--- config.mk ---
export PLATFORM = sky130hd
export DESIGN_NAME = sced_front
export DESIGN_NICKNAME = d
export VERILOG_FILES = /design/src/hw/rtl/assert_macros.svh /design/src/hw/rtl/sced_pkg.sv /design/src/hw/rtl/sced_front.sv
export SDC_FILE = /design/constraint.sdc
export NUM_CORES = 1
export LEC_CHECK = 0
export BUFFER_PORTS_ARGS = -buffer_cell sky130_fd_sc_hd__buf_2
export CORE_MARGIN = 2
export CORE_UTILIZATION = 40
export CTS_BUF_LIST = sky130_fd_sc_hd__clkbuf_16
export DETAILED_ROUTE_END_ITERATION = 10
export GPL_TIMING_DRIVEN = 0
export PLACE_DENSITY = 0.72
export SLEW_MARGIN = 15
export SYNTH_ARGS = -nofsm -noshare
export SYNTH_HDL_FRONTEND = slang
export SYNTH_SLANG_ARGS = --single-unit
--- constraint.sdc ---
create_clock -name clk -period 4.6 [get_ports clk]
set_clock_uncertainty 0.15 [all_clocks]
set_input_delay 0 -clock clk [delete_from_list [all_inputs] [get_ports clk]]
set_output_delay 0 -clock clk [all_outputs]
set_load 0.005 [all_outputs]
--- src/hw/rtl/assert_macros.svh ---
// Assertion macros shared by the RTL of the seam energy block.
// Bodies compile away when SYNTHESIS is defined.
`ifndef ASSERT_MACROS_SVH
`define ASSERT_MACROS_SVH
`ifndef SYNTHESIS
`define ASSERT_IMPLIES(label, clk, rst, ante, cons, msg) \
  label: assert property (@(posedge clk) disable iff (rst) (ante) |-> (cons)) else $error(msg);
`define ASSERT_NEXT(label, clk, rst, ante, cons, msg) \
  label: assert property (@(posedge clk) disable iff (rst) (ante) |=> (cons)) else $error(msg);
`else
`define ASSERT_IMPLIES(label, clk, rst, ante, cons, msg)
`define ASSERT_NEXT(label, clk, rst, ante, cons, msg)
`endif
`endif

--- src/hw/rtl/sced_pkg.sv ---
// Package for the seam cumulative energy block: widths, codes, constants, flag struct.
// No dependencies.
`timescale 1ns / 1ps
package sced_pkg;

  localparam int MAX_LINE_DEF  = 1024;
  localparam int MAX_LINES_DEF = 4096;

  localparam int ENERGY_W  = 13;
  localparam int MODE_W    = 2;
  localparam int STEP_W    = 2;
  localparam int SUM_W     = 48;
  localparam int COST_W    = 31;
  localparam int LEN_REG_W = 11;
  localparam int CNT_REG_W = 13;
  localparam int CFG_DATA_W = 13;
  localparam int CFG_IDX_W = 1;

  // register indexes
  localparam logic [CFG_IDX_W-1:0] REG_LINE_LENGTH = 1'd0;
  localparam logic [CFG_IDX_W-1:0] REG_LINE_COUNT  = 1'd1;

  localparam logic [LEN_REG_W-1:0] LINE_LENGTH_RST = 11'd1024;
  localparam logic [CNT_REG_W-1:0] LINE_COUNT_RST  = 13'd1024;

  // pixel modes
  localparam logic [MODE_W-1:0] MODE_DELETE  = 2'd1;
  localparam logic [MODE_W-1:0] MODE_PROTECT = 2'd2;

  // winning upper neighbour
  localparam logic [STEP_W-1:0] STEP_LEFT  = 2'd0;
  localparam logic [STEP_W-1:0] STEP_MID   = 2'd1;
  localparam logic [STEP_W-1:0] STEP_RIGHT = 2'd2;

  localparam logic signed [COST_W-1:0] BIG_COST = 31'sd1000000000;

  typedef struct packed {
    logic first_line;
    logic last_col;
    logic last_line;
    logic fwd_mid;    // middle operand comes from the result being written
    logic fwd_right;  // right operand comes from the result being written
  } pix_flags_t;

endpackage

--- src/hw/rtl/sced_front.sv ---
// Input side: column/line counters, register clamping, pixel cost, line store read
// addresses and write-collision detection. Depends on sced_pkg.
`timescale 1ns / 1ps
module sced_front #(
  parameter int MAX_LINE  = sced_pkg::MAX_LINE_DEF,
  parameter int MAX_LINES = sced_pkg::MAX_LINES_DEF
) (
  input  logic                                clk,
  input  logic                                rst,
  input  logic [sced_pkg::LEN_REG_W-1:0]      line_length,
  input  logic [sced_pkg::CNT_REG_W-1:0]      line_count,
  input  logic                                accept,
  input  logic [sced_pkg::ENERGY_W-1:0]       energy,
  input  logic [sced_pkg::MODE_W-1:0]         pixel_mode,
  input  logic                                wr_en,
  input  logic [$clog2(MAX_LINE)-1:0]         wr_addr,
  output logic signed [sced_pkg::COST_W-1:0]  cost,
  output logic [$clog2(MAX_LINE)-1:0]         col,
  output logic [$clog2(MAX_LINE)-1:0]         rd_mid_addr,
  output logic [$clog2(MAX_LINE)-1:0]         rd_right_addr,
  output sced_pkg::pix_flags_t                flags
);

  localparam int CW  = $clog2(MAX_LINE);
  localparam int LW  = $clog2(MAX_LINE + 1);
  localparam int LCW = (LW > sced_pkg::LEN_REG_W) ? LW : sced_pkg::LEN_REG_W;
  localparam int IW  = $clog2(MAX_LINES);
  localparam int NW  = $clog2(MAX_LINES + 1);
  localparam int NCW = (NW > sced_pkg::CNT_REG_W) ? NW : sced_pkg::CNT_REG_W;

  logic [CW-1:0] column_count, column_count_next;
  logic [IW-1:0] line_index, line_index_next;
  logic [LCW-1:0] len_ext;
  logic [NCW-1:0] cnt_ext;
  logic [LW-1:0] len;
  logic [NW-1:0] cnt;
  logic last_col, last_line;

  // registers clamped to their usable range
  always_comb begin
    len_ext = LCW'(line_length);
    cnt_ext = NCW'(line_count);
    if (len_ext == '0) begin
      len = LW'(1);
    end else if (len_ext > LCW'(MAX_LINE)) begin
      len = LW'(MAX_LINE);
    end else begin
      len = LW'(len_ext);
    end
    if (cnt_ext == '0) begin
      cnt = NW'(1);
    end else if (cnt_ext > NCW'(MAX_LINES)) begin
      cnt = NW'(MAX_LINES);
    end else begin
      cnt = NW'(cnt_ext);
    end
  end

  assign last_col  = ((LW + 1)'(column_count) + (LW + 1)'(1)) >= (LW + 1)'(len);
  assign last_line = ((NW + 1)'(line_index) + (NW + 1)'(1)) >= (NW + 1)'(cnt);
  assign col       = last_col ? CW'(len - LW'(1)) : column_count;

  assign rd_mid_addr   = col;
  assign rd_right_addr = last_col ? col : CW'(col + CW'(1));

  always_comb begin
    flags.first_line = (line_index == '0);
    flags.last_col   = last_col;
    flags.last_line  = last_line;
    flags.fwd_mid    = wr_en && (wr_addr == rd_mid_addr);
    flags.fwd_right  = wr_en && (wr_addr == rd_right_addr);
  end

  always_comb begin
    case (pixel_mode)
      sced_pkg::MODE_DELETE:  cost = -sced_pkg::BIG_COST;
      sced_pkg::MODE_PROTECT: cost = sced_pkg::BIG_COST;
      default:                cost = $signed(sced_pkg::COST_W'(energy));
    endcase
  end

  always_comb begin
    column_count_next = column_count;
    line_index_next   = line_index;
    if (last_col) begin
      column_count_next = '0;
      line_index_next   = last_line ? '0 : IW'(line_index + IW'(1));
    end else begin
      column_count_next = CW'(col + CW'(1));
    end
  end

  always_ff @(posedge clk) begin
    if (rst) begin
      column_count <= '0;
      line_index   <= '0;
    end else if (accept) begin
      column_count <= column_count_next;
      line_index   <= line_index_next;
    end
  end

endmodule

* Word-level counts from Yosys, hierarchy flattened
Index checks and enable logic that the tools add are counted.
** Word-level totals
- Flip-flop bits (word level) :: 22
- Bits of input ports :: 53
- Output and inout port bits :: 66
** Cells by class
- Add/subtract/negate cells :: 5
- Order comparisons :: 4
- Equality and inequality tests :: 4
- Multiplexer cells :: 9
- Reduce and logical (&&, ||, !) cells :: 6
** Operator list (number)
- 31-bit one-hot mux with 2 select lines :: 1
- 10-bit 2-to-1 mux :: 3
- 13-bit 2-to-1 mux :: 2
- 11-bit 2-to-1 mux :: 2
- 10-bit == test :: 2
- 12-bit by 1-bit adder with 13-bit output (second input constant) :: 1
- 13-bit greater-or-equal comparator :: 1
- 13-bit greater-than comparator (second input constant) :: 1
- 13-bit logical NOT :: 1
- 12-bit by 1-bit adder with 12-bit output (second input constant) :: 1
- 12-bit logical NOT :: 1
- 12-bit 2-to-1 mux :: 1
- 10-bit by 1-bit adder with 11-bit output (second input constant) :: 1
- 11-bit greater-or-equal comparator :: 1
- 11-bit greater-than comparator (second input constant) :: 1
- 11-bit logical NOT :: 1
- 10-bit by 1-bit adder with 10-bit output (second input constant) :: 1
- 10-bit by 1-bit subtractor with 10-bit output (second input constant) :: 1
- 2-bit by 1-bit == test with 1-bit output (second input constant) :: 1
- 2-bit == test (second input constant) :: 1
- 1-bit logical AND :: 2
- 2-bit AND reduction :: 1

* Longest topological paths before layout
- Depth in word-level cells :: 9
- Mapped depth :: 23

* Least setup slack after synthesis
No wires, ideal clock.
- Kind :: register -> output
- Start :: register column_count[2]
- End :: output port flags[0] (netlist name)
- Data arrival time :: 4582 ps
- Required time :: 4450 ps
- Path slack :: -132 ps
- Stages on the path, launching flop included :: 23
- Cell sequence :: dfxtp_1 -> clkbuf_1 -> and3_1 -> and3_1 -> clkbuf_1 -> xor2_1 -> ha_1 -> nand4_1 -> o311a_1 -> o21a_1 -> inv_2 -> buf_1 -> nor2_1 -> a21oi_1 -> ha_1 -> and3_1 -> and3_1 -> xnor2_1 -> xnor2_1 -> nand2_1 -> o311ai_0 -> nor4_1 -> o221a_1
** RTL lines
- start: declaration :: RTL line sced_front.sv:31 : logic [CW-1:0] column_count, column_count_next;
- start signal: assignment :: RTL line sced_front.sv:98 : column_count <= column_count_next;
- end: declaration :: RTL line sced_front.sv:21 : output sced_pkg::pix_flags_t flags

==> metrics <==
initial core utilization=0.415; routed vias/inst=5.43; final hold violations=0; Synth Area per Inst=approximately 7.2 sq um; dominant cell type by area after synthesis=dfxtp_1; Total GRT Usage=0.220; crit path kind=reg2out; Flop pwr share=0.269; Setup-failing EPs final=1; Pwr per Cell Area=approximately 160 mW/mm^2; Residual DRC=0; cts bufs inserted=3; share of cells above drive strength 1=0.369; initial antenna violation count=1; Slew Limit Fails=0; Setup crit start=column_count[4]; Max VDD drop=0.000191 V; Detailed Place HPWL=approximately 8500 um; Syn Nets=roughly 560; vias in the first global route=approximately 3400; met3 wire len=about 800 um; RSZ-0062 raised after global routing=true; Root Buffer Master=clkbuf_16; top-area cell type share of the netlist area=0.129; failing checks=negative setup slack; Routed Wire Length=between 10000 and 15000 um; Die Ht=96.5 um; Via Count=about 3900; Layout area overhead=35.6%; post-synthesis cell count=about 470; Clk pin slew, worst setup/hold paths=0.05 ns; first-pass detailed-route iteration total=5; library cells used by synthesis=70; synthesized flop and latch total=22; PnR worst setup slack=-0.0382 ns; Sink Count=22; max layer used=met4; synthesized area=0.00342 sq mm; Die Area=0.00931 sq mm; GP Congestion=0.955; met2 WL=~5300 um; Combinational Power Share=0.400; Primary FF master, synth=dfxtp_1; measured slew at the worst slew-check pin=0.665 ns; H-tree levels=1; Int Pwr=approximately 510 uW; worst hold path type=in2out; IO Pins=119; CTS tree=built; commonest cells after routing, fill and taps aside=buf_2, nand2_1, buf_4; Worst Path Max Fanout=6; largest net degree at the start of global routing=14; # nets final=700; Power Total=731 uW; minimum clock period after layout=4.64 ns; Net Sw Frac=0.309; Synth area leaders=dfxtp_1, ha_1, xnor2_1; Port Buffers=roughly 120; outcome=complete, but fails checks; WL per Instance=around 15 um; asr flop ratio synth=0; Req. time, crit path=approximately 4.5 ns; crit path capture type=output port; # rows=33; Setup crit start kind=flop; metal1 wirelength=roughly 4500 um; LEAKAGE=approximately 2.2 nW; fin crit share=1.01; GRT overflow=0; Max-Cap Viols=0; core area=about 0.0083 sq mm; WP data arrival=4.49 ns; Seq/Total Area, Yosys=0.129; Max Fclk=roughly 220 MHz; Synth warnings=0; Worst-Skew Late Latency=approximately 0.26 ns; first-pass GRT wire length=between 15000 and 20000 um; Clk network pwr share=0.331; First DRT Iteration DRCs=230; Clock Tree Buf Depth=2; sw power=roughly 230 uW; most common cell after layout, fill and taps aside=buf_2; worst hold path startpoint=energy[9]; Die Wd=around 97 um; Post-synth EDFFs=0; final antenna-violating net count=0; RR Startpoint=column_count[0]; relative slew slack=0.557; hold slack final=a little under 0.1 ns
[cells by family (layout without fill, tap and decap cells)]
kind of cell / count (synthesis) / in the layout / synth area share
XOR/XNOR: 41 / 41 / 0.105
AND/OR/NAND/NOR: 194 / 194 / 0.293
AO/OA/AOI/OAI: 104 / 104 / 0.214
adder cells (fa/ha/maj): 31 / 31 / 0.113
multiplexers: 9 / 9 / 0.0318
other: 0 / 1 / 0
flip-flops: 22 / 22 / 0.129
buffers and inverters: 73 / 214 / 0.114
[Yosys cell counts, types with 2 or more instances]
master	number
or3_1	5
inv_2	2
o211ai_1	3
nand4_1	9
buf_4	28
buf_2	3
xnor2_1	29
nor4b_1	3
o31ai_1	11
dfxtp_1	22
and2_1	12
nand2b_1	8
a221oi_1	2
a21bo_2	2
clkbuf_1	18
o22ai_1	2
inv_1	17
mux2i_1	6
and3_1	10
buf_1	3
nor3_1	10
a22oi_1	2
nor3b_1	3
nor4_1	5
a21boi_0	4
nand2_1	67
ha_1	31
a211oi_1	4
o21ai_0	12
a31oi_1	3
nand3_1	15
xor2_1	12
a21o_1	4
a21oi_1	27
and2b_1	2
o311ai_0	2
nor2_1	34
o21a_1	10
[power groups by stage]
stage / registers [mW] / logic (mW) / clock network [mW]
CTS: 0.196 / 0.276 / 0.246
global route: 0.197 / 0.322 / 0.256
finish: 0.197 / 0.292 / 0.242
global placement: 0.201 / 0.255 / 0
detailed placement: 0.201 / 0.260 / 0
floorplan: 0.200 / 0.159 / 0
[path summary, 6_finish.rpt]
check | endpoint | slack (ns) | cells past startpoint
worst max-delay path | flags[0] | -0.04 | 20
worst min-delay path | cost[9] | 0.1 | 3
worst max register to register | column_count[6] | 0.93 | 15
worst min register to register | line_index[9] | 0.34 | 2
[through the flow]
| step | setup WS (ns) | setup TNS (ns) | instances | util | instance area (sq um) |
|---|---|---|---|---|---|
| after global placement | -0.848 | -0.975 | 696 | 0.502 | 4150 |
| after CTS | 0.0301 | 0 | 704 | 0.537 | 4440 |
| after detailed placement | -1.01 | -1.43 | 696 | 0.502 | 4150 |
| after global routing | -0.178 | -0.178 | 721 | 0.562 | 4640 |
| final | -0.0382 | -0.0382 | 721 | 0.562 | 4640 |
| after floorplan | 0.0583 | 0 | 474 | - | 3430 |
[cell type report]
class	instances	area (sq um)
Antenna cell	1	2.50
Buffer	46	299
Clock buffer	3	75.1
Clock inverter	1	30.0
Fill cell	781	3620
Inverter	20	77.6
Multi-Input combinational cell	379	2770
Sequential cell	22	463
Tap cell	105	131
Timing Repair Buffer	144	793
[worst max-delay path, cell delays in order, from the launching register on]
cell	delay, ns
dfxtp_4	0.37
and3_4	0.21
and3_4	0.26
xor2_4	0.23
ha_4	0.16
nand4_1	0.08
o311a_1	0.39
o21a_4	0.26
buf_8	0.14
nor2_4	0.13
nor2_4	0.07
ha_4	0.19
xnor2_4	0.16
and3_4	0.18
a311oi_2	0.26
a21boi_1	0.11
nor3_1	0.19
nand4_1	0.14
nor4_2	0.33
o221a_1	0.25
buf_2	0.13
[what timing repair did]
action,4_1_cts,5_1_grt
buffers inserted,9,16
resized for setup,35,14
hold buffers,2,0
pin swaps,6,13
gates cloned,0,0
endpoints found under the setup margin,7,1
hold endpoints to repair,3,0
[flip-flops by register name (all words and copies together), names as in the netlist]
| register | cells |
|---|---|
| column_count | 10 |
| line_index | 12 |
[metal layers]
layer	GRT usage	up-vias
li1	-	1944
met1	0.287	1797
met2	0.384	154
met3	0.0240	21
met4	0.0587	0
met5	0	-
Power figures use the tool's default switching activity.
