[config.mk]
export PLATFORM = sky130hd
export DESIGN_NAME = sced_step
export DESIGN_NICKNAME = d
export VERILOG_FILES = /design/src/hw/rtl/assert_macros.svh /design/src/hw/rtl/sced_pkg.sv /design/src/hw/rtl/sced_step.sv
export SDC_FILE = /design/constraint.sdc
export NUM_CORES = 1
export LEC_CHECK = 0
export ABC_AREA = 1
export BUFFER_PORTS_ARGS = -buffer_cell sky130_fd_sc_hd__buf_4
export CORE_MARGIN = 4
export CORE_UTILIZATION = 58
export CTS_CLUSTER_DIAMETER = 60
export DETAILED_ROUTE_END_ITERATION = 6
export PLACE_DENSITY = 0.84
export SLEW_MARGIN = 30
export SYNTH_ARGS = -nofsm -noshare
export SYNTH_HDL_FRONTEND = slang
export SYNTH_SLANG_ARGS = --single-unit
[constraint.sdc]
create_clock -name clk -period 11.7 [get_ports clk]
set_input_delay 1.17 -clock clk [delete_from_list [all_inputs] [get_ports clk]]
set_output_delay 1.17 -clock clk [all_outputs]
set_load 0.02 [all_outputs]
[src/hw/rtl/assert_macros.svh]
// Assertion macros shared by the RTL of the seam energy block.
// Bodies compile away when SYNTHESIS is defined.
`ifndef ASSERT_MACROS_SVH
`define ASSERT_MACROS_SVH
`ifndef SYNTHESIS
`define ASSERT_IMPLIES(label, clk, rst, ante, cons, msg) \
  label: assert property (@(posedge clk) disable iff (rst) (ante) |-> (cons)) else $error(msg);
`define ASSERT_NEXT(label, clk, rst, ante, cons, msg) \
  label: assert property (@(posedge clk) disable iff (rst) (ante) |=> (cons)) else $error(msg);
`else
`define ASSERT_IMPLIES(label, clk, rst, ante, cons, msg)
`define ASSERT_NEXT(label, clk, rst, ante, cons, msg)
`endif
`endif

[src/hw/rtl/sced_pkg.sv]
// Package for the seam cumulative energy block: widths, codes, constants, flag struct.
// No dependencies.
`timescale 1ns / 1ps
package sced_pkg;

  localparam int MAX_LINE_DEF  = 1024;
  localparam int MAX_LINES_DEF = 4096;

  localparam int ENERGY_W  = 13;
  localparam int MODE_W    = 2;
  localparam int STEP_W    = 2;
  localparam int SUM_W     = 48;
  localparam int COST_W    = 31;
  localparam int LEN_REG_W = 11;
  localparam int CNT_REG_W = 13;
  localparam int CFG_DATA_W = 13;
  localparam int CFG_IDX_W = 1;

  // register indexes
  localparam logic [CFG_IDX_W-1:0] REG_LINE_LENGTH = 1'd0;
  localparam logic [CFG_IDX_W-1:0] REG_LINE_COUNT  = 1'd1;

  localparam logic [LEN_REG_W-1:0] LINE_LENGTH_RST = 11'd1024;
  localparam logic [CNT_REG_W-1:0] LINE_COUNT_RST  = 13'd1024;

  // pixel modes
  localparam logic [MODE_W-1:0] MODE_DELETE  = 2'd1;
  localparam logic [MODE_W-1:0] MODE_PROTECT = 2'd2;

  // winning upper neighbour
  localparam logic [STEP_W-1:0] STEP_LEFT  = 2'd0;
  localparam logic [STEP_W-1:0] STEP_MID   = 2'd1;
  localparam logic [STEP_W-1:0] STEP_RIGHT = 2'd2;

  localparam logic signed [COST_W-1:0] BIG_COST = 31'sd1000000000;

  typedef struct packed {
    logic first_line;
    logic last_col;
    logic last_line;
    logic fwd_mid;    // middle operand comes from the result being written
    logic fwd_right;  // right operand comes from the result being written
  } pix_flags_t;

endpackage

[src/hw/rtl/sced_step.sv]
// Compute stage: operand register, neighbour selection, add, seam head tracking and
// the result register with its handshake. Depends on sced_pkg.
`timescale 1ns / 1ps
module sced_step #(
  parameter int MAX_LINE = sced_pkg::MAX_LINE_DEF
) (
  input  logic                                clk,
  input  logic                                rst,
  input  logic                                accept,
  output logic                                in_stall,
  input  logic signed [sced_pkg::COST_W-1:0]  cost,
  input  logic [$clog2(MAX_LINE)-1:0]         col,
  input  sced_pkg::pix_flags_t                flags,
  input  logic signed [sced_pkg::SUM_W-1:0]   rd_mid,
  input  logic signed [sced_pkg::SUM_W-1:0]   rd_right,
  output logic                                wr_en,
  output logic [$clog2(MAX_LINE)-1:0]         wr_addr,
  output logic signed [sced_pkg::SUM_W-1:0]   wr_data,
  input  logic                                out_stall,
  output logic                                out_valid,
  output logic signed [sced_pkg::SUM_W-1:0]   cum_energy,
  output logic [sced_pkg::STEP_W-1:0]         pred_step,
  output logic [$clog2(MAX_LINE)-1:0]         seam_head,
  output logic                                seam_head_valid
);

  localparam int CW = $clog2(MAX_LINE);

  // operand register
  logic                               s1_valid;
  logic signed [sced_pkg::COST_W-1:0] s1_cost;
  logic [CW-1:0]                      s1_col;
  sced_pkg::pix_flags_t               s1_flags;
  logic signed [sced_pkg::SUM_W-1:0]  s1_fwd_sum;

  logic signed [sced_pkg::SUM_W-1:0]  left_upper_hold;
  logic signed [sced_pkg::SUM_W-1:0]  best_sum, best_sum_next;
  logic [CW-1:0]                      best_column, best_column_next;

  logic                               s1_adv;
  logic signed [sced_pkg::SUM_W-1:0]  mid, right, best, sum;
  logic [sced_pkg::STEP_W-1:0]        step;
  logic                               best_upd;

  assign s1_adv   = s1_valid && (!out_valid || !out_stall);
  assign in_stall = s1_valid && !s1_adv;

  assign mid   = s1_flags.fwd_mid   ? s1_fwd_sum : rd_mid;
  assign right = s1_flags.fwd_right ? s1_fwd_sum : rd_right;

  always_comb begin
    best = mid;
    step = sced_pkg::STEP_MID;
    if (s1_col != '0 && left_upper_hold < mid) begin
      best = left_upper_hold;
      step = sced_pkg::STEP_LEFT;
    end
    if (!s1_flags.last_col && right <= best) begin
      best = right;
      step = sced_pkg::STEP_RIGHT;
    end
    if (s1_flags.first_line) begin
      sum  = sced_pkg::SUM_W'(s1_cost);
      step = sced_pkg::STEP_MID;
    end else begin
      sum = sced_pkg::SUM_W'(s1_cost) + best;
    end
  end

  // least sum of the final line, first column wins ties
  assign best_upd         = s1_flags.last_line && (s1_col == '0 || sum < best_sum);
  assign best_sum_next    = best_upd ? sum : best_sum;
  assign best_column_next = best_upd ? s1_col : best_column;

  assign wr_en   = s1_adv;
  assign wr_addr = s1_col;
  assign wr_data = sum;

  always_ff @(posedge clk) begin
    if (rst) begin
      s1_valid <= 1'b0;
    end else if (accept) begin
      s1_valid <= 1'b1;
    end else if (s1_adv) begin
      s1_valid <= 1'b0;
    end
  end

  always_ff @(posedge clk) begin
    if (accept) begin
      s1_cost    <= cost;
      s1_col     <= col;
      s1_flags   <= flags;
      s1_fwd_sum <= sum;
    end
  end

  always_ff @(posedge clk) begin
    if (rst) begin
      left_upper_hold <= '0;
      best_sum        <= '0;
      best_column     <= '0;
    end else if (s1_adv) begin
      left_upper_hold <= s1_flags.last_col ? '0 : mid;
      best_sum        <= best_sum_next;
      best_column     <= best_column_next;
    end
  end

  always_ff @(posedge clk) begin
    if (rst) begin
      out_valid <= 1'b0;
    end else if (s1_adv) begin
      out_valid <= 1'b1;
    end else if (!out_stall) begin
      out_valid <= 1'b0;
    end
  end

  always_ff @(posedge clk) begin
    if (s1_adv) begin
      cum_energy      <= sum;
      pred_step       <= step;
      seam_head_valid <= s1_flags.last_line && s1_flags.last_col;
      seam_head       <= (s1_flags.last_line && s1_flags.last_col) ? best_column_next : '0;
    end
  end

endmodule

# Word-level counts from Yosys, hierarchy flattened
# Cells that the tools add are included.
[classes]
eq_ne = 1
addsub = 1
multipliers = 0
shifts = 0
n_mux = 13
n_div = 0
bitwise = 0
reduce_logical = 16
n_lt_le_gt_ge = 3
[op_table]
columns = ["op", "count"]
rows = [
  ["$mux W48", 6],
  ["$lt A48 B48 Y1", 2],
  ["$add A31 B48 Y48", 1],
  ["$le A48 B48 Y1", 1],
  ["$logic_not A10 Y1", 1],
  ["$mux W10", 1],
  ["$reduce_bool A10 Y1", 1],
  ["$logic_and A1 B1 Y1", 6],
  ["$mux W1", 5],
  ["$logic_not A1 Y1", 4],
  ["$logic_or A1 B1 Y1", 2],
  ["$mux W2", 1],
  ["$ne A2 B1 Y1 const B", 1],
  ["$reduce_and A2 Y1", 1],
  ["$reduce_bool A2 Y1", 1],
]
[word_totals]
mem_bits_ro = 0
mem_bits_rw = 0
out_inout_bits = 122
latchBits = 0
elab_cells = 51
regBits = 263
n_memories = 0
inputBits = 146

# Depth between registers and ports, before layout
# Gate-level depths: netlist (run 1).
[depth]
depth_word = 13
mapped_depth = 74
ltp_nobuf = 68

# Least setup slack after synthesis (run 1)
# OpenSTA, ideal clock, no wires.
[synth_timing]
kind = "in2reg"
startpoint = "input port rd_mid[5] (netlist name)"
endpoint = "register best_sum[47] (netlist name)"
slack_ns = 3.144
path_stages = 62
arrival_time_ns = 8.447
t_required_ns = 11.591
setup_time_ns = 0.109
path_buffers = 5
path_cell_list = "o21ai_0 -> ha_1 -> a21oi_1 -> nor2_1 -> a211oi_1 -> nand2_1 -> nand2_1 -> nand2_1 -> nand2_1 -> nand2_1 -> nand2_1 -> nand3_2 -> buf_6 -> buf_4 -> nand2_1 -> o21ai_0 -> ha_1 -> nand2_1 -> [26 not listed] -> o21ai_0 -> o21ai_0 -> inv_1 -> ha_1 -> a21oi_1 -> nand3b_1 -> a21oi_1 -> nor4_1 -> nand2_1 -> a21oi_1 -> nand3_1 -> nand3_2 -> nand3_4 -> inv_4 -> buf_4 -> nand3_1 -> nand2_1 -> inv_1"
[synth_between]
elab_chain_len = 13
[synth_rtl]
columns = ["element", "line_no", "text"]
rows = [
  ["start: declaration", "sced_step.sv:14", "input logic signed [sced_pkg::SUM_W-1:0] rd_mid,"],
  ["$mux W48 *", "sced_step.sv:48", "assign mid = s1_flags.fwd_mid ? s1_fwd_sum : rd_mid;"],
  ["$lt A48 B48 Y1", "sced_step.sv:54", "if (s1_col != '0 && left_upper_hold < mid) begin"],
  ["$logic_and A1 B1 Y1", "sced_step.sv:54", ""],
  ["$mux W48 *", "sced_step.sv:54", ""],
  ["$le A48 B48 Y1", "sced_step.sv:58", "if (!s1_flags.last_col && right <= best) begin"],
  ["$logic_and A1 B1 Y1", "sced_step.sv:58", ""],
  ["$mux W48 *", "sced_step.sv:58", ""],
  ["$add A31 B48 Y48 *", "sced_step.sv:66", "sum = sced_pkg::SUM_W'(s1_cost) + best;"],
  ["$mux W48 *", "sced_step.sv:62", "if (s1_flags.first_line) begin"],
  ["net wr_data, one bit", "sced_step.sv:18", "output logic signed [sced_pkg::SUM_W-1:0] wr_data,"],
  ["$lt A48 B48 Y1 *", "sced_step.sv:71", "assign best_upd = s1_flags.last_line && (s1_col == '0 || sum < best_sum);"],
  ["$logic_or A1 B1 Y1 *", "sced_step.sv:71", ""],
  ["$logic_and A1 B1 Y1 *", "sced_step.sv:71", ""],
  ["$reduce_and A2 Y1 (no source line) *", "n/a", ""],
  ["end signal: assignment", "sced_step.sv:105", "best_sum <= best_sum_next;"],
  ["end: declaration", "sced_step.sv:37", "logic signed [sced_pkg::SUM_W-1:0] best_sum, best_sum_next;"],
]
# Mark *: on every way through the listed nets, which the timed path passes. The rest lies on a longest branch.
# A chain may end at the register's enable or synchronous reset.

# Final worst setup path (run 1)
[layout_timing]
startpoint = "register s1_flags[1] (netlist name)"
endpoint = "register seam_head[5], data pin"
[layout_between]
elab_chain_len = 13
[layout_rtl]
columns = ["element", "line_no", "text"]
rows = [
  ["start: declaration", "sced_step.sv:33", "sced_pkg::pix_flags_t s1_flags;"],
  ["start signal: assignment", "sced_step.sv:93", "s1_flags <= flags;"],
  ["$mux W48 *", "sced_step.sv:48", ""],
  ["$lt A48 B48 Y1", "sced_step.sv:54", ""],
  ["$logic_and A1 B1 Y1", "sced_step.sv:54", ""],
  ["$mux W48 *", "sced_step.sv:54", ""],
  ["$le A48 B48 Y1", "sced_step.sv:58", ""],
  ["$logic_and A1 B1 Y1", "sced_step.sv:58", ""],
  ["$mux W48 *", "sced_step.sv:58", ""],
  ["$add A31 B48 Y48 *", "sced_step.sv:66", ""],
  ["$mux W48 *", "sced_step.sv:62", ""],
  ["$lt A48 B48 Y1 *", "sced_step.sv:71", ""],
  ["$logic_or A1 B1 Y1 *", "sced_step.sv:71", ""],
  ["$logic_and A1 B1 Y1 *", "sced_step.sv:71", ""],
  ["$mux W10 *", "sced_step.sv:73", "assign best_column_next = best_upd ? s1_col : best_column;"],
  ["end signal: assignment", "sced_step.sv:125", "seam_head <= (s1_flags.last_line && s1_flags.last_col) ? best_column_next : '0;"],
  ["end: declaration", "sced_step.sv:23", "output logic [$clog2(MAX_LINE)-1:0] seam_head,"],
]
# Every way passes the cells marked *; elsewhere a longest branch is shown, timed or not.

==> metrics, run 1 <==
CP Launch Type=flip-flop; crit end category=flip-flop; Synth Instances=around 2,200; final hold vios=0; flop2flop setup slack=0.94 ns; CP max stage delay=0.53 ns; Ys Warns=0; Hold WS=about 0.47 ns; worst clock skew=approximately 0.012 ns; DR iter-0 viols=1,841; chip height=between 150 and 200 um; post-synthesis area per instance=about 8 sq um; routed len/inst=between 15 and 20 um; share of cells above drive strength 1=0.162; Internal Power=approximately 2.8 mW; initial antenna violation count=1; Die Area=32,600 sq um; DRC Markers=0; register area=6820 sq um; Tightest Hold Check Type=flip-flop to flip-flop; die width=roughly 180 um; PD cells=approximately 260 nW/um^2; setup_tns=0 ns; multi-input combinational cell area=around 9000 sq um; Hold-fix buffers, CTS=0; GR Overflow Total=0; Tmin final=~11 ns; crit path max fanout=68; max-cap violation count=0; WHS Path Cells=2; placed cell count=roughly 2,700; Num CTS Buffers=31; clock root cell=clkbuf_16; R2R Path Start=s1_flags[1]$_DFFE_PP_; FP Rows=between 60 and 70; setup ws final=roughly 0.94 ns; Max-Slew Margin vs Limit=0.381; Psw=about 2.5 mW; worst skew pair latency=0.58 ns; Design Power=5.31 mW; maximum VDD drop=between 0.15 and 0.2 mV; initial core utilization=0.595; R2R depth=55; Fill cells=~2,300; share of the synthesized area in the top cell type=0.269; CP max stage cell=edfxtp_1; non-filler cells, final=between 2,000 and 3,000; CP most frequent cell=nand2_1; fin nets=roughly 2,700; DRT Wirelength=55,300 um; Max Buffers Root-to-Sink=3; Final Core Density=0.710; Least-Margin Pin Slew=0.929 ns; Post-DRT Antenna Nets=0; Setup WS pre-CTS=between 0.6 and 0.7 ns; flops & latches, synth=263; Tot GR Track Use=0.323; Inserted Diodes=0; mapped cell area=17,300 sq um; commonest non-fill, non-tap cell in the layout=nand2_1; Placed Area=between 15,000 and 20,000 sq um; run status=finished clean; WP data required=between 10 and 15 ns; vias in the first global route=15,348; Syn Nets=between 2,000 and 2,500; min-delay src=best_sum[36]$_SDFFE_PP0P_; post-route cell area=around 21,000 sq um; RePlAce Congestion=around 0.97; register area share after synthesis=0.395; share of power burned in registers=0.242; Pleak=roughly 9 nW; crit path kind=flip-flop to flip-flop; Final HPWL DP=42,500 um; Max Slew Vio Count=0; total core area=about 29,000 sq um; most frequent cells in the layout=367 x nand2_1, 281 x buf_4, 261 x a21oi_1; Top-Level Pins=268; r2r endpoint=seam_head[5]$_SDFFCE_PN0P_; Via-to-Cell Ratio=~5.9; clock power share=0.187; post-synthesis cell type count=54; PortBufs=about 270; global-route wire length before repair=about 85,000 um; largest cells by area after synthesis=edfxtp_1 27%, ha_1 14%, dfxtp_1 13%; area leader, netlist=edfxtp_1; f_max=0.0930 GHz; Combinational Power Share=0.571; largest net degree at the start of global routing=a little under 100; Vias=between 15,000 and 20,000; Net Sw Frac=0.471; 1st-pass router iterations=6; WHS Endpoint=best_sum[36]$_SDFFE_PP0P_; CTS tree=yes; area grow syn2layout=19.3%; Setup Viol. Count Final=0; Final period util=0.919; CTS H-tree depth=1; Worst Path Arrival=about 11 ns; Clock Sinks=~260; Reg clk slew, reported paths=0.06 ns
==> flip-flops by register name, summed over array words and instances, names as in the netlist <==
| register | cells |
|---|---|
| pred_step | 2 |
| seam_head_valid | 1 |
| s1_fwd_sum | 48 |
| s1_cost | 31 |
| best_column | 10 |
| s1_valid | 1 |
| out_valid | 1 |
| s1_flags | 5 |
| wr_addr | 10 |
| seam_head | 10 |
| best_sum | 48 |
| cum_energy | 48 |
| left_upper_hold | 48 |
==> worst max-delay path, delay by kind of cell, from the launching register on <==
family          cells  cell delay [ns]
compound gates      9             1.80
buf+inv             8             1.61
fa+ha+maj           4             1.32
mux                 1             0.39
simple gates       33             4.72
flops               1             0.53
==> cell families (layout without fill, tap and decap cells) <==
logic type | Yosys count | in the layout | synth area share
and+or+nand+nor | 727 | 727 | 0.175
AOI/OAI and AO/OA | 604 | 604 | 0.186
buffers and inverters | 312 | 569 | 0.0719
DFF | 263 | 263 | 0.395
adders and majority gates | 190 | 190 | 0.138
muxes | 49 | 49 | 0.0301
xor gates and xnor gates | 7 | 7 | 0.00355
==> power by group through the flow <==
stage	logic (mW)	registers (mW)	clock network (mW)
floorplan	1.96	1.30	0
global placement	2.90	1.29	0
detailed placement	2.95	1.30	0
CTS	2.97	1.28	0.999
global route	3.36	1.30	1.04
finish	3.04	1.28	0.994
==> worst max-delay path by stage <==
stage                     startpoint                     endpoint  slack, ns  depth (start not counted)
2_1_floorplan              rd_mid[5]    best_sum[47]$_SDFFE_PP0P_       3.14                         62
6_report       s1_flags[1]$_DFFE_PP_   seam_head[5]$_SDFFCE_PN0P_       0.94                         55
3_3_place_gp              rd_mid[47]    best_sum[47]$_SDFFE_PP0P_       0.73                         56
3_5_place_dp               rd_mid[5]  best_column[7]$_SDFFE_PP0P_       0.64                         56
5_1_grt        s1_flags[1]$_DFFE_PP_   seam_head[3]$_SDFFCE_PN0P_     -0.009                         53
4_1_cts        s1_flags[1]$_DFFE_PP_   seam_head[5]$_SDFFCE_PN0P_       0.75                         55
==> synth_stat cells (all sizes together) <==
| master | n |
|---|---|
| or3 | 1 |
| nand3b | 1 |
| and3 | 1 |
| o221ai | 3 |
| nor2 | 190 |
| mux2 | 24 |
| xor2 | 5 |
| o31a | 1 |
| a31oi | 3 |
| a221oi | 1 |
| dfxtp | 108 |
| inv | 226 |
| nor4 | 6 |
| xnor2 | 2 |
| o21bai | 1 |
| o31ai | 1 |
| edfxtp | 155 |
| o21ai | 277 |
| clkinv | 1 |
| o211a | 1 |
| a21oi | 266 |
| nand3 | 62 |
| mux2i | 25 |
| ha | 189 |
| a21o | 9 |
| a211oi | 15 |
| nand2 | 369 |
| o211ai | 5 |
| o22ai | 3 |
| nand4 | 18 |
| a21boi | 4 |
| or2 | 17 |
| clkbuf | 59 |
| buf | 26 |
| fa | 1 |
| o2111ai | 1 |
| nor3 | 59 |
| o21a | 13 |
| and2 | 3 |
==> metal layers <==
layer | global-route usage | wire length (um) | part of all wire | vias up
met2 | 0.487 | 23700 | 0.43 | 791
met3 | 0.0628 | 5720 | 0.10 | 54
li1 | - | - | - | 7918
met1 | 0.494 | 25000 | 0.45 | 7610
met5 | 0 | 0 | 0 | -
met4 | 0.0520 | 833 | 0.015 | 0
==> what timing repair did <==
item | 4_1_cts | 5_1_grt
endpoints found under the hold margin | 0 | 0
setup buffers | 0 | 0
setup endpoints to repair | 0 | 68
gates resized for setup | 0 | 5
==> cell type report <==
class                      instances  share of cell area
clock inverter                     8             0.00468
sequential                       263               0.331
clock buffer                      50              0.0471
tap                              384              0.0233
inverter                         227              0.0415
timing repair buffer             284               0.105
multi-input combinational       1577               0.448
Note: power is estimated with default switching activity, not from simulation.
==> inputs of run 2 (changes only) <==
--- a/config.mk
+++ b/config.mk
@@ -6,7 +6,7 @@
 export NUM_CORES = 1
 export LEC_CHECK = 0
 export ABC_AREA = 1
-export BUFFER_PORTS_ARGS = -buffer_cell sky130_fd_sc_hd__buf_4
+export BUFFER_PORTS_ARGS = -buffer_cell sky130_fd_sc_hd__buf_2
 export CORE_MARGIN = 4
 export CORE_UTILIZATION = 58
 export CTS_CLUSTER_DIAMETER = 60
==> constraint.sdc (replaced) <==
create_clock -name clk -period 11.7 [get_ports clk]
set_input_delay 0.585 -clock clk [delete_from_list [all_inputs] [get_ports clk]]
set_output_delay 0.585 -clock clk [all_outputs]
set_load 0.02 [all_outputs]
==> metrics, run 2 (synthesis results as in run 1) <==
global-route wire length before repair=84,800 um; Hold-fix buffers, CTS=0; Max-Slew Margin vs Limit=0.392; maximum VDD drop=0.193 mV; Pleak=approximately 8.9 nW; initial antenna violation count=0; non-filler cells, final=2,802; die width=approximately 180 um; Final HPWL DP=around 43,000 um; Setup WS pre-CTS=approximately 0.84 ns; Tmin final=10.91 ns; Tightest Hold Check Type=primary input to flip-flop; DR iter-0 viols=1,871; RSZ-0062 raised after global routing=false; setup ws final=around 0.79 ns; Final period util=0.933; WP data required=12.23 ns; RePlAce Congestion=roughly 0.99; R2R Path Start=s1_flags[1]$_DFFE_PP_; Vias=16,518; Hold WS=0.157 ns; Top-Level Pins=~270; crit end category=flip-flop; Die Area=~33,000 sq um; chip height=181 um; Final Core Density=0.689; placed cell count=between 2,000 and 3,000; worst skew pair latency=about 0.60 ns; post-route cell area=around 20,000 sq um; Placed Area=around 19,000 sq um; Setup Viol. Count Final=0; R2R depth=56; Inserted Diodes=0; fin nets=between 2,000 and 3,000; CP max stage cell=edfxtp_1; WHS Path Cells=1; DRT Wirelength=around 55,000 um; Max Buffers Root-to-Sink=3; share of cells above drive strength 1=0.167; Reg clk slew, reported paths=0.07 ns; area grow syn2layout=15.7%; WHS Endpoint=s1_cost[10]$_DFFE_PP_; flop2flop setup slack=between 0.7 and 0.8 ns; Least-Margin Pin Slew=roughly 0.91 ns; f_max=0.0916 GHz; routed len/inst=just under 20 um; Max Slew Vio Count=0; commonest non-fill, non-tap cell in the layout=nand2_1; CP Launch Type=flip-flop; clock root cell=clkbuf_16; most frequent cells in the layout=366 x nand2_1, 266 x buf_2, 261 x a21oi_1; initial core utilization=0.595; worst clock skew=between 0.05 and 0.06 ns; crit path max fanout=55; CP most frequent cell=nand2_1; max-cap violation count=0; CP max stage delay=roughly 0.61 ns; PortBufs=between 200 and 300; Clock Sinks=roughly 260; largest net degree at the start of global routing=97; final hold vios=0; DRC Markers=0; register area=slightly below 7000 sq um; multi-input combinational cell area=around 9200 sq um; Via-to-Cell Ratio=approximately 5.9; Post-DRT Antenna Nets=0; CTS tree=yes; Tot GR Track Use=0.322; FP Rows=just over 60; min-delay src=cost[10]; setup_tns=0 ns; run status=finished clean; Design Power=around 5.2 mW; vias in the first global route=roughly 15,000; Num CTS Buffers=30; Fill cells=roughly 2,400; crit path kind=flip-flop to flip-flop; CTS H-tree depth=1; PD cells=262 nW/um^2; GR Overflow Total=0; 1st-pass router iterations=6; total core area=around 29,000 sq um; Worst Path Arrival=around 11 ns; r2r endpoint=best_sum[4]$_SDFFE_PP0P_
==> run 2: cell count changes in the layout (fill, tap and decap cells not counted), sizes merged <==
cell,before,now
clkbuf,50,34
buf,284,295
clkinv,4,11
bufinv,1,4
clkinvlp,1,4
inv,229,230
==> run 2: per-layer routing <==
layer | routed length, um | vias up | track usage
met1 | 24100 | 7609 | 0.489
li1 | - | 7932 | -
met3 | 6210 | 87 | 0.0541
met2 | 23300 | 890 | 0.481
met4 | 1460 | 0 | 0.0814
met5 | 0 | - | 0
==> run 2: what timing repair did <==
action | in CTS | in global routing
endpoints found under the setup margin | 0 | 67
buffers inserted | 0 | 4
gates resized for setup | 0 | 3
==> run 2: how the worst max path moves through the flow <==
stage	start	to	depth (start not counted)
after CTS	s1_flags[1]$_DFFE_PP_	best_sum[10]$_SDFFE_PP0P_	53
after global routing	s1_flags[1]$_DFFE_PP_	best_sum[4]$_SDFFE_PP0P_	56
after global placement	s1_flags[1]$_DFFE_PP_	best_sum[47]$_SDFFE_PP0P_	55
final	s1_flags[1]$_DFFE_PP_	best_sum[4]$_SDFFE_PP0P_	56
after floorplan	s1_flags[1]$_DFFE_PP_	best_sum[47]$_SDFFE_PP0P_	63
after detailed placement	s1_flags[1]$_DFFE_PP_	seam_head[7]$_SDFFCE_PN0P_	54
==> run 2: area by class of cell <==
cell class                      instances  share of cell area
Tap cell                              384              0.0240
Clock buffer                           34              0.0393
Inverter                              227              0.0428
Clock inverter                         22              0.0129
Timing Repair Buffer                  295              0.0781
Multi-Input combinational cell       1577               0.462
Sequential cell                       263               0.341
==> run 2: where the power goes <==
| part | switching, mW | total (mW) | internal [mW] | leakage (nW) |
|---|---|---|---|---|
| Clock | 0.411 | 0.988 | 0.576 | 0.504 |
| Sequential | 0.0925 | 1.28 | 1.19 | 2.36 |
| Combinational | 2.01 | 2.96 | 0.948 | 6.06 |
==> run 2: worst max-delay path, delay by kind of cell, from the launching register on <==
| kind | cells | cell delay, ns |
|---|---|---|
| AND/OR/NAND/NOR | 32 | 4.47 |
| adder cells (fa/ha/maj) | 4 | 1.25 |
| buffers and inverters | 10 | 2.20 |
| flip-flops | 1 | 0.61 |
| AO/OA/AOI/OAI | 9 | 1.85 |
| multiplexers | 1 | 0.40 |
==> inputs of run 3 (changes only) <==
--- a/config.mk
+++ b/config.mk
@@ -5,13 +5,11 @@
 export SDC_FILE = /design/constraint.sdc
 export NUM_CORES = 1
 export LEC_CHECK = 0
-export ABC_AREA = 1
 export BUFFER_PORTS_ARGS = -buffer_cell sky130_fd_sc_hd__buf_2
-export CORE_MARGIN = 4
 export CORE_UTILIZATION = 58
 export CTS_CLUSTER_DIAMETER = 60
 export DETAILED_ROUTE_END_ITERATION = 6
-export PLACE_DENSITY = 0.84
+export PLACE_DENSITY = 0.81
 export SLEW_MARGIN = 30
 export SYNTH_ARGS = -nofsm -noshare
 export SYNTH_HDL_FRONTEND = slang
==> metrics, run 3 <==
PD cells=approximately 310 nW/um^2; Inserted Diodes=0; multi-input combinational cell area=around 9500 sq um; flop2flop setup slack=between 0.4 and 0.5 ns; Clock Sinks=about 260; RePlAce Congestion=around 1; crit path kind=flip-flop to flip-flop; R2R depth=52; most frequent cell after synthesis=ha_1; Max Slew Vio Count=0; vias in the first global route=approximately 14,000; largest cells by area after synthesis=edfxtp_1 28%, ha_1 14%, dfxtp_1 13%; area grow syn2layout=19.7%; Final HPWL DP=approximately 37,000 um; DRC Markers=0; Hold-fix buffers, CTS=0; Vias=about 15,000; area share of and/or/nand/nor cells after synthesis=0.134; clock root cell=clkbuf_16; FP Rows=61; die width=around 170 um; WHS Path Cells=1; final hold vios=0; Via-to-Cell Ratio=just over 6; number of synthesized flops with an enable pin=155; Tightest Hold Check Type=primary input to flip-flop; Worst Path Arrival=~12 ns; Fill cells=slightly above 2,000; register area share after synthesis=0.406; worst skew pair latency=approximately 0.52 ns; Ys Warns=0; crit path max fanout=58; met3 GRT Util=0.0575; largest family of logic cells by synthesized area=compound AO/OA/AOI/OAI gates; global routing's busiest layer=met1; Max-Slew Margin vs Limit=0.420; commonest non-fill, non-tap cell in the layout=buf_2; M1 GR Usage=0.505; Final period util=0.963; max-cap violation count=0; Num CTS Buffers=34; initial core utilization=0.597; XOR/XNOR share of the synthesized area=0.0214; post-synthesis area per instance=a little over 9 sq um; chip height=around 170 um; area leader, netlist=edfxtp_1; routed len/inst=around 20 um; Die Area=between 20,000 and 30,000 sq um; Pleak=between 8 and 9 nW; Least-Margin Pin Slew=approximately 0.86 ns; mapped cell area=approximately 17,000 sq um; flops & latches, synth=between 200 and 300; 1st-pass router iterations=6; Tmin final=11.27 ns; Top FF cell, synth=edfxtp_1; Top-Level Pins=268; register area=a little under 7000 sq um; post-synthesis cell type count=between 60 and 70; GR Overflow Total=0; PortBufs=approximately 270; Synth Area in Compound Gates=0.187; share of cells above drive strength 1=0.220; Syn Nets=approximately 2,100; CTS H-tree depth=2; DRT Wirelength=50,700 um; min-delay src=cost[5]; commonest cells in the netlist=189 x ha_1, 187 x nand2_1, 163 x nor2_1; global-route wire length before repair=74,100 um; Reg clk slew, reported paths=approximately 0.060 ns; CP max stage delay=0.54 ns; crit end category=flip-flop; most frequent cells in the layout=265 x buf_2, 188 x ha_1, 185 x nand2_1; Post-DRT Antenna Nets=0; CP max stage cell=or4_1; met2 global-route usage=0.469; r2r endpoint=best_sum[22]$_SDFFE_PP0P_; DR iter-0 viols=about 1,800; post-route cell area=between 20,000 and 25,000 sq um; post-synthesis mux area share=0.0750; share of the synthesized area in the top cell type=0.277; Placed Area=around 19,000 sq um; initial antenna violation count=1; Hold WS=roughly 0.24 ns; WHS Endpoint=s1_cost[5]$_DFFE_PP_; total core area=between 20,000 and 30,000 sq um; CTS tree=yes; WP data required=~12 ns; largest net degree at the start of global routing=between 80 and 90; Tot GR Track Use=0.327; Final Core Density=0.714; Setup Viol. Count Final=0; Synth Instances=~1,800; CP Launch Type=flip-flop; run status=finished clean; worst clock skew=about 0.02 ns; ys async rst share=0; Max Buffers Root-to-Sink=3; maximum VDD drop=between 0.2 and 0.25 mV; Post-Synth Adder-Cell Area=0.142; f_max=between 0.08 and 0.09 GHz; R2R Path Start=s1_flags[1]$_DFFE_PP_; fin nets=around 2,400
## run 3: where the power goes
group / switching (mW) / internal (mW) / total [mW]
Clock: 0.412 / 0.628 / 1.04
Combinational: 2.37 / 1.45 / 3.81
Sequential: 0.120 / 1.25 / 1.37
Total: 2.90 / 3.32 / 6.22
## run 3: cell families (layout without fill, tap and decap cells)
| logic type | after synthesis | in the layout |
|---|---|---|
| AOI/OAI and AO/OA | 521 | 521 |
| and+or+nand+nor | 509 | 510 |
| DFF | 263 | 263 |
| adders and majority gates | 190 | 190 |
| buffers and inverters | 158 | 464 |
| muxes | 120 | 120 |
| xor gates and xnor gates | 41 | 41 |
## run 3: worst max path at each step
stage,start,to,slack (ns)
after floorplan,s1_flags[1]$_DFFE_PP_,best_column[8]$_SDFFE_PP0P_,0.53
after global placement,s1_flags[1]$_DFFE_PP_,seam_head[2]$_SDFFCE_PN0P_,0.42
after detailed placement,s1_flags[1]$_DFFE_PP_,best_column[5]$_SDFFE_PP0P_,0.1
after CTS,s1_flags[1]$_DFFE_PP_,best_sum[20]$_SDFFE_PP0P_,0.05
after global routing,s1_flags[1]$_DFFE_PP_,best_sum[22]$_SDFFE_PP0P_,-0.11
final,s1_flags[1]$_DFFE_PP_,best_sum[22]$_SDFFE_PP0P_,0.43
## run 3: layout make-up
| cell class | count | share of cell area |
|---|---|---|
| inverter | 67 | 0.0125 |
| clock inverter | 20 | 0.0107 |
| sequential | 263 | 0.339 |
| timing repair buffer | 336 | 0.0954 |
| multi-input combinational | 1382 | 0.474 |
| clock buffer | 41 | 0.0452 |
| tap | 378 | 0.0235 |
## run 3: per-layer routing
layer / vias to the layer above / part of all wire
li1: 7232 / -
met1: 7262 / 0.45
met2: 851 / 0.42
met3: 76 / 0.11
met4: 0 / 0.019
met5: - / 0
## run 3: repair_timing
action | CTS | global route
hold endpoints to repair | 0 | 0
buffers inserted | 0 | 7
setup endpoints to repair | 0 | 68
resized for setup | 0 | 27
## run 3: metrics by stage
stage	cells	power, mW	setup TNS [ns]	setup WS [ns]
after floorplan	1802	3.81	0	0.527
after global routing	2487	6.58	-2.47	-0.109
final	2487	6.22	0	0.432
after detailed placement	2416	4.99	0	0.0958
after CTS	2477	6.06	0	0.0538
after global placement	2415	4.91	0	0.419
## run 3: critical path: cells and delay by family (launching register included)
family / cells / cell delay (ns)
compound gates: 25 / 4.83
xor+xnor: 2 / 0.37
fa+ha+maj: 5 / 1.51
buf+inv: 7 / 1.38
flops: 1 / 0.34
mux: 1 / 0.44
simple gates: 12 / 2.31
